[src/rhc_pkg.sv]
// Shared types and constants of the RGB to HSV converter.
// No dependencies; used by every module of the block.
`default_nettype none

package rhc_pkg;

   // field widths
   localparam int PIXEL_W   = 24;
   localparam int CHAN_W    = 8;
   localparam int HUE_W     = 9;
   localparam int SAT_W     = 16;

   // default number of saturation fraction bits
   localparam int SAT_FRAC_BITS_DEF = 16;

   // hue division: quotient is at most 60, so 6 bits; numerator fits 14 bits
   localparam int HUE_Q_BITS   = 6;
   localparam int HUE_NUM_BITS = 14;

   localparam int HUE_SECTOR_DEG = 60;

   typedef logic [CHAN_W-1:0]       chan_type;
   typedef logic [HUE_NUM_BITS-1:0] hue_num_type;
   typedef logic [HUE_Q_BITS-1:0]   hue_q_type;
   typedef logic [HUE_W:0]          hue_wide_type;
   typedef logic [HUE_W-1:0]        hue_type;
   typedef logic [SAT_W-1:0]        sat_type;
   typedef logic [1:0]              sector_type;

   localparam hue_wide_type HUE_WRAP_DEG  = hue_wide_type'(360);
   localparam hue_wide_type HUE_BASE_RED  = hue_wide_type'(0);
   localparam hue_wide_type HUE_BASE_GRN  = hue_wide_type'(120);
   localparam hue_wide_type HUE_BASE_BLU  = hue_wide_type'(240);

   // which channel holds the maximum
   localparam sector_type SECT_RED   = 2'd0;
   localparam sector_type SECT_GREEN = 2'd1;
   localparam sector_type SECT_BLUE  = 2'd2;

   // per-item data that travels down the divider chain
   typedef struct packed {
      logic        grey;      // delta is zero: hue and saturation are zero
      logic        neg;       // hue offset is subtracted from the sector base
      sector_type  sector;
      hue_num_type hue_rem;   // partial remainder of the hue division
      chan_type    hue_div;   // delta
      hue_q_type   hue_q;     // hue offset quotient, built MSB first
      chan_type    value;     // max channel, also the saturation divisor
   } rhc_side_type;

endpackage

`default_nettype wire

[src/rhc_prep.sv]
// Front stage: max/min/delta, hue sector and both division numerators.
// Depends on rhc_pkg.
`default_nettype none

module rhc_prep #(
   parameter int SAT_FRAC_BITS = rhc_pkg::SAT_FRAC_BITS_DEF
) (
   input  wire logic                       clock,
   input  wire logic                       reset,
   input  wire logic                       in_valid,
   input  wire logic [rhc_pkg::PIXEL_W-1:0] pixel_rgb,
   output logic                            out_valid,
   output rhc_pkg::rhc_side_type           out_side,
   output logic [SAT_FRAC_BITS+7:0]        out_sat_rem
);

   localparam int SW = SAT_FRAC_BITS + rhc_pkg::CHAN_W;

   rhc_pkg::chan_type     r, g, b, mx, mn, delta, hi, lo, x;
   rhc_pkg::rhc_side_type side_in, side_ff;
   logic [SW-1:0]         sat_rem_in, sat_rem_ff;
   logic                  valid_ff;

   assign r = pixel_rgb[23:16];
   assign g = pixel_rgb[15:8];
   assign b = pixel_rgb[7:0];

   // channel extremes, sector and numerators
   always_comb begin
      side_in = '0;
      mx = r;
      if (g > mx) mx = g;
      if (b > mx) mx = b;
      mn = r;
      if (g < mn) mn = g;
      if (b < mn) mn = b;
      delta = mx - mn;

      // ties go to red, then green
      if (mx == r) begin
         side_in.sector = rhc_pkg::SECT_RED;
         hi = g;
         lo = b;
      end else if (mx == g) begin
         side_in.sector = rhc_pkg::SECT_GREEN;
         hi = b;
         lo = r;
      end else begin
         side_in.sector = rhc_pkg::SECT_BLUE;
         hi = r;
         lo = g;
      end

      side_in.neg = (lo > hi);
      x = side_in.neg ? (lo - hi) : (hi - lo);

      // negative offsets round toward minus infinity: ceil of the magnitude
      side_in.hue_rem = rhc_pkg::hue_num_type'(x)
                      * rhc_pkg::hue_num_type'(rhc_pkg::HUE_SECTOR_DEG)
                      + (side_in.neg ? rhc_pkg::hue_num_type'(delta)
                                       - rhc_pkg::hue_num_type'(1)
                                     : '0);
      side_in.hue_div = delta;
      side_in.hue_q   = '0;
      side_in.value   = mx;
      side_in.grey    = (delta == '0);

      // (2^F - 1) * delta
      sat_rem_in = (SW'(delta) << SAT_FRAC_BITS) - SW'(delta);
   end

   // stage register
   always_ff @(posedge clock) begin
      if (reset) begin
         valid_ff <= 1'b0;
      end else begin
         valid_ff <= in_valid;
      end
   end

   always_ff @(posedge clock) begin
      side_ff    <= side_in;
      sat_rem_ff <= sat_rem_in;
   end

   assign out_valid   = valid_ff;
   assign out_side    = side_ff;
   assign out_sat_rem = sat_rem_ff;

endmodule

`default_nettype wire

[src/rhc_div_cell.sv]
// One cell of the divider chain: resolves one saturation quotient bit and,
// in the first six cells, one hue quotient bit. Depends on rhc_pkg.
`default_nettype none

module rhc_div_cell #(
   parameter int SAT_FRAC_BITS = rhc_pkg::SAT_FRAC_BITS_DEF,
   parameter int STAGE         = 0
) (
   input  wire logic                        clock,
   input  wire logic                        reset,
   input  wire logic                        in_valid,
   input  wire rhc_pkg::rhc_side_type       in_side,
   input  wire logic [SAT_FRAC_BITS+7:0]    in_sat_rem,
   input  wire logic [SAT_FRAC_BITS-1:0]    in_sat_q,
   output logic                             out_valid,
   output rhc_pkg::rhc_side_type            out_side,
   output logic [SAT_FRAC_BITS+7:0]         out_sat_rem,
   output logic [SAT_FRAC_BITS-1:0]         out_sat_q
);

   localparam int SW        = SAT_FRAC_BITS + rhc_pkg::CHAN_W;
   localparam int SAT_SHIFT = SAT_FRAC_BITS - 1 - STAGE;
   localparam int HUE_SHIFT = rhc_pkg::HUE_Q_BITS - 1 - STAGE;

   rhc_pkg::rhc_side_type side_in, side_ff;
   logic [SW-1:0]            sat_den, sat_rem_in, sat_rem_ff;
   logic [SAT_FRAC_BITS-1:0] sat_q_in, sat_q_ff;
   logic                     sat_ge, valid_ff;

   // saturation step: trial subtract of max shifted to this bit
   always_comb begin
      sat_den    = SW'(in_side.value) << SAT_SHIFT;
      sat_ge     = (in_sat_rem >= sat_den);
      sat_rem_in = sat_ge ? (in_sat_rem - sat_den) : in_sat_rem;
      sat_q_in   = in_sat_q | (SAT_FRAC_BITS'(sat_ge) << SAT_SHIFT);
   end

   // hue step, only in the cells that own a hue quotient bit
   generate
      if (STAGE < rhc_pkg::HUE_Q_BITS) begin : g_hue
         rhc_pkg::hue_num_type hue_den;

         always_comb begin
            side_in = in_side;
            hue_den = rhc_pkg::hue_num_type'(in_side.hue_div) << HUE_SHIFT;
            if (in_side.hue_rem >= hue_den) begin
               side_in.hue_rem          = in_side.hue_rem - hue_den;
               side_in.hue_q[HUE_SHIFT] = 1'b1;
            end
         end
      end else begin : g_pass
         always_comb begin
            side_in = in_side;
         end
      end
   endgenerate

   always_ff @(posedge clock) begin
      if (reset) begin
         valid_ff <= 1'b0;
      end else begin
         valid_ff <= in_valid;
      end
   end

   always_ff @(posedge clock) begin
      side_ff    <= side_in;
      sat_rem_ff <= sat_rem_in;
      sat_q_ff   <= sat_q_in;
   end

   assign out_valid   = valid_ff;
   assign out_side    = side_ff;
   assign out_sat_rem = sat_rem_ff;
   assign out_sat_q   = sat_q_ff;

endmodule

`default_nettype wire

[src/rhc_finish.sv]
// Output stage: adds the hue offset to the sector base, or subtracts it when neg
// is set, wraps into 0..359, zeroes grey pixels and registers the result. Depends on rhc_pkg.
`default_nettype none

module rhc_finish #(
   parameter int SAT_FRAC_BITS = rhc_pkg::SAT_FRAC_BITS_DEF
) (
   input  wire logic                      clock,
   input  wire logic                      reset,
   input  wire logic                      in_valid,
   input  wire rhc_pkg::rhc_side_type     in_side,
   input  wire logic [SAT_FRAC_BITS-1:0]  in_sat_q,
   output logic                           out_strobe,
   output rhc_pkg::hue_type               out_hue,
   output rhc_pkg::sat_type               out_sat,
   output rhc_pkg::chan_type              out_value
);

   rhc_pkg::hue_wide_type base, hue_sum;
   rhc_pkg::hue_type      hue_in, hue_ff;
   rhc_pkg::sat_type      sat_in, sat_ff;
   rhc_pkg::chan_type     value_ff;
   logic                  strobe_ff;

   // sector base
   always_comb begin
      unique case (in_side.sector)
         rhc_pkg::SECT_RED:   base = rhc_pkg::HUE_BASE_RED;
         rhc_pkg::SECT_GREEN: base = rhc_pkg::HUE_BASE_GRN;
         rhc_pkg::SECT_BLUE:  base = rhc_pkg::HUE_BASE_BLU;
         default:             base = rhc_pkg::HUE_BASE_RED;
      endcase
   end

   // offset and wrap; a negative offset is taken from base + 360
   always_comb begin
      if (in_side.neg) begin
         hue_sum = base + rhc_pkg::HUE_WRAP_DEG
                 - rhc_pkg::hue_wide_type'(in_side.hue_q);
      end else begin
         hue_sum = base + rhc_pkg::hue_wide_type'(in_side.hue_q);
      end
      if (hue_sum >= rhc_pkg::HUE_WRAP_DEG) begin
         hue_sum = hue_sum - rhc_pkg::HUE_WRAP_DEG;
      end
      hue_in = in_side.grey ? '0 : rhc_pkg::hue_type'(hue_sum);
      // wider fractions are masked to the field, narrower ones zero-extended
      sat_in = in_side.grey ? '0 : rhc_pkg::sat_type'(in_sat_q);
   end

   always_ff @(posedge clock) begin
      if (reset) begin
         strobe_ff <= 1'b0;
      end else begin
         strobe_ff <= in_valid;
      end
   end

   always_ff @(posedge clock) begin
      hue_ff   <= hue_in;
      sat_ff   <= sat_in;
      value_ff <= in_side.value;
   end

   assign out_strobe = strobe_ff;
   assign out_hue    = hue_ff;
   assign out_sat    = sat_ff;
   assign out_value  = value_ff;

endmodule

`default_nettype wire

[src/rgb_to_hsv_color_convert_top.sv]
// Top level of the RGB to HSV converter: front stage, divider cell chain,
// output stage. Depends on rhc_pkg, rhc_prep, rhc_div_cell, rhc_finish.
//
// Usage:
//   Drive req_pixel_rgb (red 23..16, green 15..8, blue 7..0) and raise
//   start; the item is taken at a clock edge where start is high and busy
//   is low. busy is always low: one item can be taken every cycle.
//   Each result appears on rsp_hue, rsp_saturation and rsp_value for one
//   cycle with rsp_strobe high, in order. Throughput is one item per cycle.
//   The divider chain holds one registered cell per saturation quotient
//   bit, each resolving one bit per cycle (the hue quotient is finished in
//   the first six cells), between the front stage and the output register.
//   The receiver cannot stall; results must be captured when strobed.
//   Synchronous reset drops every item in flight and clears rsp_strobe;
//   the data registers are not reset.
`default_nettype none

module rgb_to_hsv_color_convert_top #(
   parameter int SAT_FRAC_BITS = rhc_pkg::SAT_FRAC_BITS_DEF
) (
   input  wire logic                          clock,
   input  wire logic                          reset,
   input  wire logic                          start,
   output logic                               busy,
   input  wire logic [rhc_pkg::PIXEL_W-1:0]   req_pixel_rgb,
   output logic                               rsp_strobe,
   output logic [rhc_pkg::HUE_W-1:0]          rsp_hue,
   output logic [rhc_pkg::SAT_W-1:0]          rsp_saturation,
   output logic [rhc_pkg::CHAN_W-1:0]         rsp_value
);

   localparam int SW = SAT_FRAC_BITS + rhc_pkg::CHAN_W;

   logic                     chain_valid [0:SAT_FRAC_BITS];
   rhc_pkg::rhc_side_type    chain_side  [0:SAT_FRAC_BITS];
   logic [SW-1:0]            chain_rem   [0:SAT_FRAC_BITS];
   logic [SAT_FRAC_BITS-1:0] chain_q     [0:SAT_FRAC_BITS];

   // fully pipelined: never refuses an item
   assign busy = 1'b0;

   rhc_prep #(
      .SAT_FRAC_BITS (SAT_FRAC_BITS)
   ) u_prep (
      .clock       (clock),
      .reset       (reset),
      .in_valid    (start & ~busy),
      .pixel_rgb   (req_pixel_rgb),
      .out_valid   (chain_valid[0]),
      .out_side    (chain_side[0]),
      .out_sat_rem (chain_rem[0])
   );

   assign chain_q[0] = '0;

   // divider chain, one quotient bit per cell
   generate
      for (genvar i = 0; i < SAT_FRAC_BITS; i++) begin : g_cell
         rhc_div_cell #(
            .SAT_FRAC_BITS (SAT_FRAC_BITS),
            .STAGE         (i)
         ) u_cell (
            .clock       (clock),
            .reset       (reset),
            .in_valid    (chain_valid[i]),
            .in_side     (chain_side[i]),
            .in_sat_rem  (chain_rem[i]),
            .in_sat_q    (chain_q[i]),
            .out_valid   (chain_valid[i+1]),
            .out_side    (chain_side[i+1]),
            .out_sat_rem (chain_rem[i+1]),
            .out_sat_q   (chain_q[i+1])
         );
      end
   endgenerate

   rhc_finish #(
      .SAT_FRAC_BITS (SAT_FRAC_BITS)
   ) u_finish (
      .clock      (clock),
      .reset      (reset),
      .in_valid   (chain_valid[SAT_FRAC_BITS]),
      .in_side    (chain_side[SAT_FRAC_BITS]),
      .in_sat_q   (chain_q[SAT_FRAC_BITS]),
      .out_strobe (rsp_strobe),
      .out_hue    (rsp_hue),
      .out_sat    (rsp_saturation),
      .out_value  (rsp_value)
   );

endmodule

`default_nettype wire

[config.mk]
export PLATFORM = sky130hd
export DESIGN_NAME = rgb_to_hsv_color_convert_top
export DESIGN_NICKNAME = d
export VERILOG_FILES = /design/src/rhc_pkg.sv /design/src/rhc_prep.sv /design/src/rhc_div_cell.sv /design/src/rhc_finish.sv /design/src/rgb_to_hsv_color_convert_top.sv
export SDC_FILE = /design/constraint.sdc
export NUM_CORES = 1
export LEC_CHECK = 0
export BUFFER_PORTS_ARGS = -buffer_cell sky130_fd_sc_hd__buf_2
export CAP_MARGIN = 5
export CORE_MARGIN = 8
export CORE_UTILIZATION = 41
export CTS_BUF_LIST = sky130_fd_sc_hd__clkbuf_4 sky130_fd_sc_hd__clkbuf_8 sky130_fd_sc_hd__clkbuf_16
export DETAILED_ROUTE_END_ITERATION = 12
export PLACE_DENSITY_LB_ADDON = 0.15
export SLEW_MARGIN = 20
export SYNTH_ARGS = -nofsm -noshare
export SYNTH_HDL_FRONTEND = slang
export SYNTH_SLANG_ARGS = --single-unit
export TNS_END_PERCENT = 30
[constraint.sdc]
create_clock -name clock -period 30.3 [get_ports clock]
set_clock_uncertainty 0.1 [all_clocks]
set_input_delay 3.03 -clock clock [delete_from_list [all_inputs] [get_ports clock]]
set_output_delay 3.03 -clock clock [all_outputs]
set_load 0.02 [all_outputs]
# Word level (Yosys, flattened, before mapping)
# Cells that the tools add are included.
# W data, S select, Z words.
# totals
ff_bits	1093
inputBits	27
out_inout_bits	35
elab_cells	268
# classes
n_addsub	30
multipliers	1
order_cmp	28
n_eq_ne	4
mux	35
n_bitwise	15
reduce_logical	1
# op_table
cell	count
$mux W24	15
$mux W14	6
$mux W8	9
$ge A24 B10 Y1	1
$ge A24 B11 Y1	1
$ge A24 B12 Y1	1
$ge A24 B13 Y1	1
$ge A24 B14 Y1	1
$ge A24 B15 Y1	1
$ge A24 B16 Y1	1
$ge A24 B17 Y1	1
$ge A24 B18 Y1	1
$ge A24 B19 Y1	1
$ge A24 B20 Y1	1
$ge A24 B21 Y1	1
$ge A24 B22 Y1	1
$ge A24 B23 Y1	1
$ge A24 B8 Y1	1
$ge A24 B9 Y1	1
$gt A8 B8 Y1	3
$sub A24 B10 Y24	1
$sub A24 B11 Y24	1
$sub A24 B12 Y24	1
$sub A24 B13 Y24	1
other kinds (57)	61

# Longest topological paths before layout
# Gate-level depths: netlist of the first run.
# logic_depth
word_depth	11
mapped_depth	58
mapped_depth_nobuf	50

# Hierarchy
# Synthesis of the first run repeated with hierarchy kept, for this count alone.
# unflattened
cells_unflattened	4271
hier_area_um2	49009.5
# modules_own_cells
module	instances	cells_each	area_each_um2	seq_area_each_um2
rhc_prep	1	660	5793.1	1141.1
rhc_div_cell at g_cell[4].u_cell	1	266	2942.8	1621.6
rhc_div_cell at g_cell[1].u_cell	1	240	2890.3	1621.6
rhc_div_cell at g_cell[5].u_cell	1	263	2862.7	1621.6
rhc_div_cell at g_cell[2].u_cell	1	251	2856.5	1621.6
rhc_div_cell at g_cell[0].u_cell	1	234	2798.9	1621.6
rhc_div_cell at g_cell[3].u_cell	1	258	2793.9	1621.6
rhc_div_cell at g_cell[15].u_cell	1	214	2630.0	1621.6
rhc_div_cell at g_cell[12].u_cell	1	196	2557.5	1621.6
rhc_div_cell at g_cell[13].u_cell	1	199	2471.1	1621.6
rhc_div_cell at g_cell[9].u_cell	1	190	2458.6	1621.6
rhc_div_cell at g_cell[14].u_cell	1	202	2438.6	1621.6
rhc_div_cell at g_cell[11].u_cell	1	194	2396.0	1621.6
rhc_div_cell at g_cell[10].u_cell	1	189	2373.5	1621.6
5 more rows	--	--	--	--

# Worst setup path before layout of the first run
# No wires, ideal clock.
# synth_timing
path_kind	input port to flip-flop
startpoint	input port req_pixel_rgb[8] (netlist bit)
endpoint	register u_prep.side_ff, in the netlist u_prep.out_side[35]
setup_ns	0.151
arrival_time_ns	12.981
required_ns	30.049
slack_ns	17.068
cell_stages	48
cell_sequence	clkbuf_1 -> inv_1 -> ha_1 -> nor2b_1 -> o211ai_1 -> a21o_1 -> a21oi_1 -> clkbuf_1 -> buf_1 -> nor2_1 -> a21oi_1 -> ha_1 -> a21o_1 -> a22oi_1 -> a31oi_2 -> and2_1 -> buf_2 -> buf_2 -> [... 12 more ...] -> a2bb2oi_1 -> clkbuf_1 -> mux2_2 -> a21o_1 -> a221oi_1 -> xor2_1 -> fa_1 -> fa_1 -> inv_1 -> ha_1 -> a21o_1 -> a21o_1 -> a21oi_1 -> xnor2_1 -> ha_1 -> o41ai_1 -> xnor2_1 -> xnor2_1
# synth_rtl
item	line	rtl
start, declared	rgb_to_hsv_color_convert_top.sv:25	input wire logic [rhc_pkg::PIXEL_W-1:0] req_pixel_rgb,
end signal, assigned	rhc_prep.sv:82	side_ff <= side_in;
end, declared	rhc_prep.sv:20	rhc_pkg::rhc_side_type side_in, side_ff;

==> run_results.csv, run 1 <==
group,metric,value,unit
outcome,status,"completed",
timing,fin_tns_setup,0,ns
die,die_w,315,um
setup_path,crit_slowest_cell,"a2bb2oi_2",
clock_tree,ctsResizeCount,0,
timing,period_share,0.462,
setup_path,cp-end-kind,"flop",
clock_tree,numCtsBuffers,98,
global_route,grt_max_degree,33,
setup_path,startpoint,"req_pixel_rgb[17]",
layout,final_net_count,3981,
routing,wl_met2,30.1,mm
setup_path,reg2reg_to,"u_finish.out_hue[7]$_SDFF_PP0_",
die,start_util,0.414,
routing,wl_met1,31.1,mm
worst_hold_path,hold_class,"reg -> reg",
clock_tree,path_clk_slew,0.06,ns
clock_tree,cts.htree.levels,3,
logic_synthesis,ys_seq_area_frac,0.533,
routing,drt-vias-per-instance,4.69,
setup_path,cpMostUsedCell,"ha_1",
logic_synthesis,syn-num-nets,3870,
placed_design,placedInstanceArea,38300,sq um
timing,relSlewSlack,0.298,
timing,finalCriticalPeriod,13.99,ns
clock_tree,clockBufferDepth,3,
worst_hold_path,hold_depth,0,
routing,drt_iter0_markers,1008,
logic_synthesis,avgSynthCellArea,10.4,sq um
timing,final_hold_viol_count,0,
routing,vias,23000,
routing,wl,65.7,mm
logic_synthesis,ys_async_sr_fraction,0,
clock_tree,cts_sinks,978,
logic_synthesis,ys_seq_elements,978,
flow_run,drv_cap,0,
layout,post-route-util,0.473,
placed_design,portBuffers,60,
logic_synthesis,syn-cell-area,36700,sq um
timing,tightest_slew,1.05,ns
timing,max_freq,71.5,MHz
global_route,overflow,0,
die,die_y,315,um
routing,wl_per_cell,13.4,um
setup_path,cp_data_arrival_time,14.43,ns
layout,area_growth,14.0,%
setup_path,cp.required,30.74,ns
layout,drive_gt1_frac,0.0922,
clock_tree,cts_root_buf,"clkbuf_16",
setup_path,cp_slowest_stage_delay,0.78,ns
layout,fill_cells,8312,
logic_synthesis,synth_edf_count,0,
timing,slew_viol_final,0,
routing,drtPass1Iterations,5,
clock_tree,cts_tree,"done",
setup_path,timing.rr.start,"g_cell[15].u_cell.out_side[36]$_DFF_P_",
setup_path,path_depth,44,
routing,ant_nets,0,
layout,n_antenna_cell,0,
layout,final_common_cell,"dfxtp_1",
global_route,grt_usage,0.133,
worst_hold_path,hp-start,"g_cell[12].u_cell.out_sat_q[8]$_DFF_P_",
logic_synthesis,syn_inst,3538,
global_route,grt_pass1_vias,22900,
die,core_area,88600,sq um
die,ios,62,
global_route,grt_antenna_before_repair,2,
setup_path,crit_end,"u_prep.out_side[35]$_DFF_P_",
setup_path,worstSetupPathType,"in -> reg",
routing,drc,0,
timing,fin_ws,16.31,ns
routing,highest_layer,"met4",
logic_synthesis,ys_warn_count,0,
clock_tree,postCtsSetupBuffers,0,
die,row_count,109,
setup_path,rrSetupSlack,26.44,ns
layout,final_area,41900,sq um
clock_tree,hold_buffers,0,
placed_design,place_ws,15.66,ns
placed_design,dpl.hpwl,49.9,mm
setup_path,worstRegToRegCells,14,
global_route,grt_pass1_wl,111,mm
setup_path,crit_path_start_kind,"primary input",
layout,layout_common_cells,"dfxtp_1, inv_1, ha_1",
setup_path,path_buf_inv,7,
die,dieArea,99400,sq um
logic_synthesis,ys.flop_type,"dfxtp_1",
placed_design,gp_congestion,0.835,
setup_path,path_delay_family,"compound AO/OA/AOI/OAI gates",
timing,grt_setup_unrepaired,"no",
logic_synthesis,synth_cell_types,77,
routing,wl_met3,2.75,mm
setup_path,crit_fanout,32,
clock_tree,clk_latency,0.66,ns
timing,setup_violations,0,
cell usage after synthesis, drive strengths merged (47+ instances only):
library cell / instances / area, sq um
nor3: 68 / 345
o21ai: 182 / 911
xor2: 123 / 1080
nand2: 195 / 732
a21oi: 150 / 754
nor4: 64 / 419
ha: 269 / 3370
a21o: 65 / 488
nor2: 239 / 897
inv: 371 / 1390
xnor2: 117 / 1020
nor2b: 88 / 551
mux2i: 47 / 470
mux2: 55 / 619
dfxtp: 978 / 19600
worst min-delay path by stage:
stage,to,slack [ns]
after floorplan,g_cell[0].u_cell.out_side[36]$_DFF_P_,0.21
after global placement,g_cell[8].u_cell.out_side[12]$_DFF_P_,0.21
after detailed placement,g_cell[10].u_cell.out_sat_q[12]$_DFF_P_,0.21
after CTS,g_cell[12].u_cell.out_side[8]$_DFF_P_,0.20
after global routing,g_cell[13].u_cell.out_sat_q[8]$_DFF_P_,0.20
final,g_cell[13].u_cell.out_sat_q[8]$_DFF_P_,0.21
routing by layer:
metal,vias to the layer above,GRT usage
li1,12200,-
met1,10400,0.166
met2,306,0.227
met3,114,0.0266
met4,0,0.0461
met5,-,0
layout make-up:
| type | count | area (sq um) | area share |
|---|---|---|---|
| timing repair buffer | 71 | 383 | 0.00914 |
| clock buffer | 132 | 2860 | 0.0683 |
| sequential | 978 | 19600 | 0.467 |
| inverter | 372 | 1400 | 0.0333 |
| clock inverter | 51 | 673 | 0.0161 |
| tap | 1165 | 1460 | 0.0348 |
| multi-input combinational | 2128 | 15500 | 0.371 |
stage by stage:
| stage | hold slack, ns | instances |
|---|---|---|
| after floorplan | 0.210 | 3538 |
| after CTS | 0.197 | 4897 |
| after global placement | 0.210 | 4714 |
| final | 0.210 | 4897 |
| after detailed placement | 0.212 | 4714 |
| after global routing | 0.205 | 4897 |
registers in the layout (all words and copies together) (netlist names):
signal / flops
g_cell.u_cell.out_side: 383
g_cell.u_cell.out_sat_rem: 352
g_cell.u_cell.out_sat_q: 136
u_prep.out_side: 34
u_prep.out_sat_rem: 22
g_cell.u_cell.out_valid: 16
u_finish.out_sat: 16
u_finish.out_hue: 9
u_finish.out_value: 8
u_finish.out_strobe: 1
u_prep.out_valid: 1
logic make-up (layout without fill, tap and decap cells):
| family | count (synthesis) | in the layout | share of synthesized area |
|---|---|---|---|
| flops | 978 | 978 | 0.533 |
| simple gates | 889 | 889 | 0.124 |
| compound gates | 591 | 591 | 0.0997 |
| buf+inv | 432 | 626 | 0.0454 |
| fa+ha+maj | 305 | 305 | 0.111 |
| xor+xnor | 240 | 240 | 0.0572 |
| mux | 102 | 102 | 0.0297 |
| other cells | 1 | 1 | 0.000102 |
Power of run 1 is not shown: default switching activity piles up to over one toggle a cycle in this logic, so the estimate is an artifact.
==> run 2: changes to the inputs <==
clock period = 13.63 ns   (was 30.3 ns; I/O delays follow)
==> run 2 against run 1 <==
Non-clock buffer count is 5 higher. Global-route usage is 0.33 points higher. Final area hardly changed. Largest cell class unchanged.
==> run_results.csv, run 2 (synthesis results as in run 1) <==
group,metric,value,unit
routing,vias,23100,
global_route,grt_pass1_wl,113,mm
die,die_w,315,um
layout,layout_common_cells,"dfxtp_1, inv_1, ha_1",
timing,tightest_slew,1.06,ns
timing,period_share,0.913,
routing,wl_per_cell,13.6,um
layout,largest_reg_flops,383,
placed_design,portBuffers,60,
routing,drtPass1Iterations,6,
worst_hold_path,hold_class,"reg -> reg",
clock_tree,path_clk_slew,0.06,ns
die,die_y,315,um
routing,drc,0,
setup_path,cp_slowest_stage_delay,0.84,ns
clock_tree,cts_sinks,978,
timing,finalCriticalPeriod,12.45,ns
timing,grt_setup_unrepaired,"no",
setup_path,cpMostUsedCell,"ha_1",
clock_tree,clockBufferDepth,3,
setup_path,worstSetupPathType,"in -> reg",
routing,wl,66.7,mm
clock_tree,postCtsSetupBuffers,0,
timing,slew_viol_final,0,
timing,setup_violations,0,
setup_path,path_delay_family,"compound AO/OA/AOI/OAI gates",
flow_run,drv_cap,0,
setup_path,cp.required,14.02,ns
layout,drive_gt1_frac,0.0924,
routing,drt-vias-per-instance,4.72,
layout,final_common_cell,"dfxtp_1",
setup_path,rrSetupSlack,9.76,ns
die,ios,62,
die,row_count,109,
timing,max_freq,80.3,MHz
setup_path,cp-end-kind,"flop",
timing,fin_tns_setup,0,ns
die,dieArea,99400,sq um
clock_tree,numCtsBuffers,98,
placed_design,gp_congestion,0.863,
routing,ant_nets,0,
setup_path,cp_data_arrival_time,12.83,ns
die,core_area,88600,sq um
timing,relSlewSlack,0.293,
layout,n_antenna_cell,0,
layout,final_net_count,3986,
clock_tree,cts.htree.levels,3,
global_route,overflow,0,
outcome,status,"completed",
global_route,grt_usage,0.136,
layout,fill_cells,8333,
setup_path,crit_fanout,32,
timing,final_hold_viol_count,0,
clock_tree,hold_buffers,0,
global_route,grt_max_degree,33,
layout,regArea,19600,sq um
clock_tree,cts_root_buf,"clkbuf_16",
clock_tree,cts_tree,"done",
global_route,grt_pass1_vias,23300,
die,start_util,0.414,
setup_path,crit_path_start_kind,"primary input",
global_route,grt_antenna_before_repair,1,
clock_tree,ctsResizeCount,0,
clock_tree,clk_latency,0.65,ns
layout,multi_input_area,15500,sq um
setup_path,path_buf_inv,5,
layout,area_growth,14.1,%
routing,drt_iter0_markers,911,
placed_design,dpl.hpwl,50.4,mm
setup_path,crit_slowest_cell,"a21oi_1",
-- run 2: worst paths after layout --
path / to / from / cells past startpoint
worst max-delay path: u_prep.out_side[35]$_DFF_P_ / req_pixel_rgb[17] / 42
worst min-delay path: g_cell[8].u_cell.out_side[39]$_DFF_P_ / g_cell[7].u_cell.out_side[39]$_DFF_P_ / 0
worst max register to register: u_finish.out_hue[7]$_SDFF_PP0_ / g_cell[15].u_cell.out_side[36]$_DFF_P_ / 14
worst min register to register: g_cell[8].u_cell.out_side[39]$_DFF_P_ / g_cell[7].u_cell.out_side[39]$_DFF_P_ / 0
-- run 2: stage by stage --
step	cells	util	worst slack [ns]	instance area (sq um)	hold WS [ns]
floorplan	3538	-	2.06	36700	0.210
global placement	4719	0.433	0.637	38400	0.210
detailed placement	4719	0.433	0.500	38400	0.212
CTS	4897	0.473	1.17	41900	0.209
global route	4897	0.473	0.214	41900	0.211
finish	4897	0.473	1.18	41900	0.208
-- run 2: per-layer routing --
metal / vias to the layer above / GRT usage / share of wire
met4: 0 / 0.0486 / 0.028
met3: 131 / 0.0247 / 0.040
li1: 12200 / - / -
met5: - / 0 / 0
met1: 10500 / 0.172 / 0.47
met2: 305 / 0.233 / 0.46
-- run 2: final cells by class --
| type | count | share of cell area |
|---|---|---|
| Timing Repair Buffer | 76 | 0.0103 |
| Tap cell | 1165 | 0.0348 |
| Sequential cell | 978 | 0.467 |
| Inverter | 372 | 0.0333 |
| Multi-Input combinational cell | 2128 | 0.371 |
| Clock inverter | 41 | 0.0144 |
| Clock buffer | 137 | 0.0691 |
Power of run 2 is left out for the same reason.
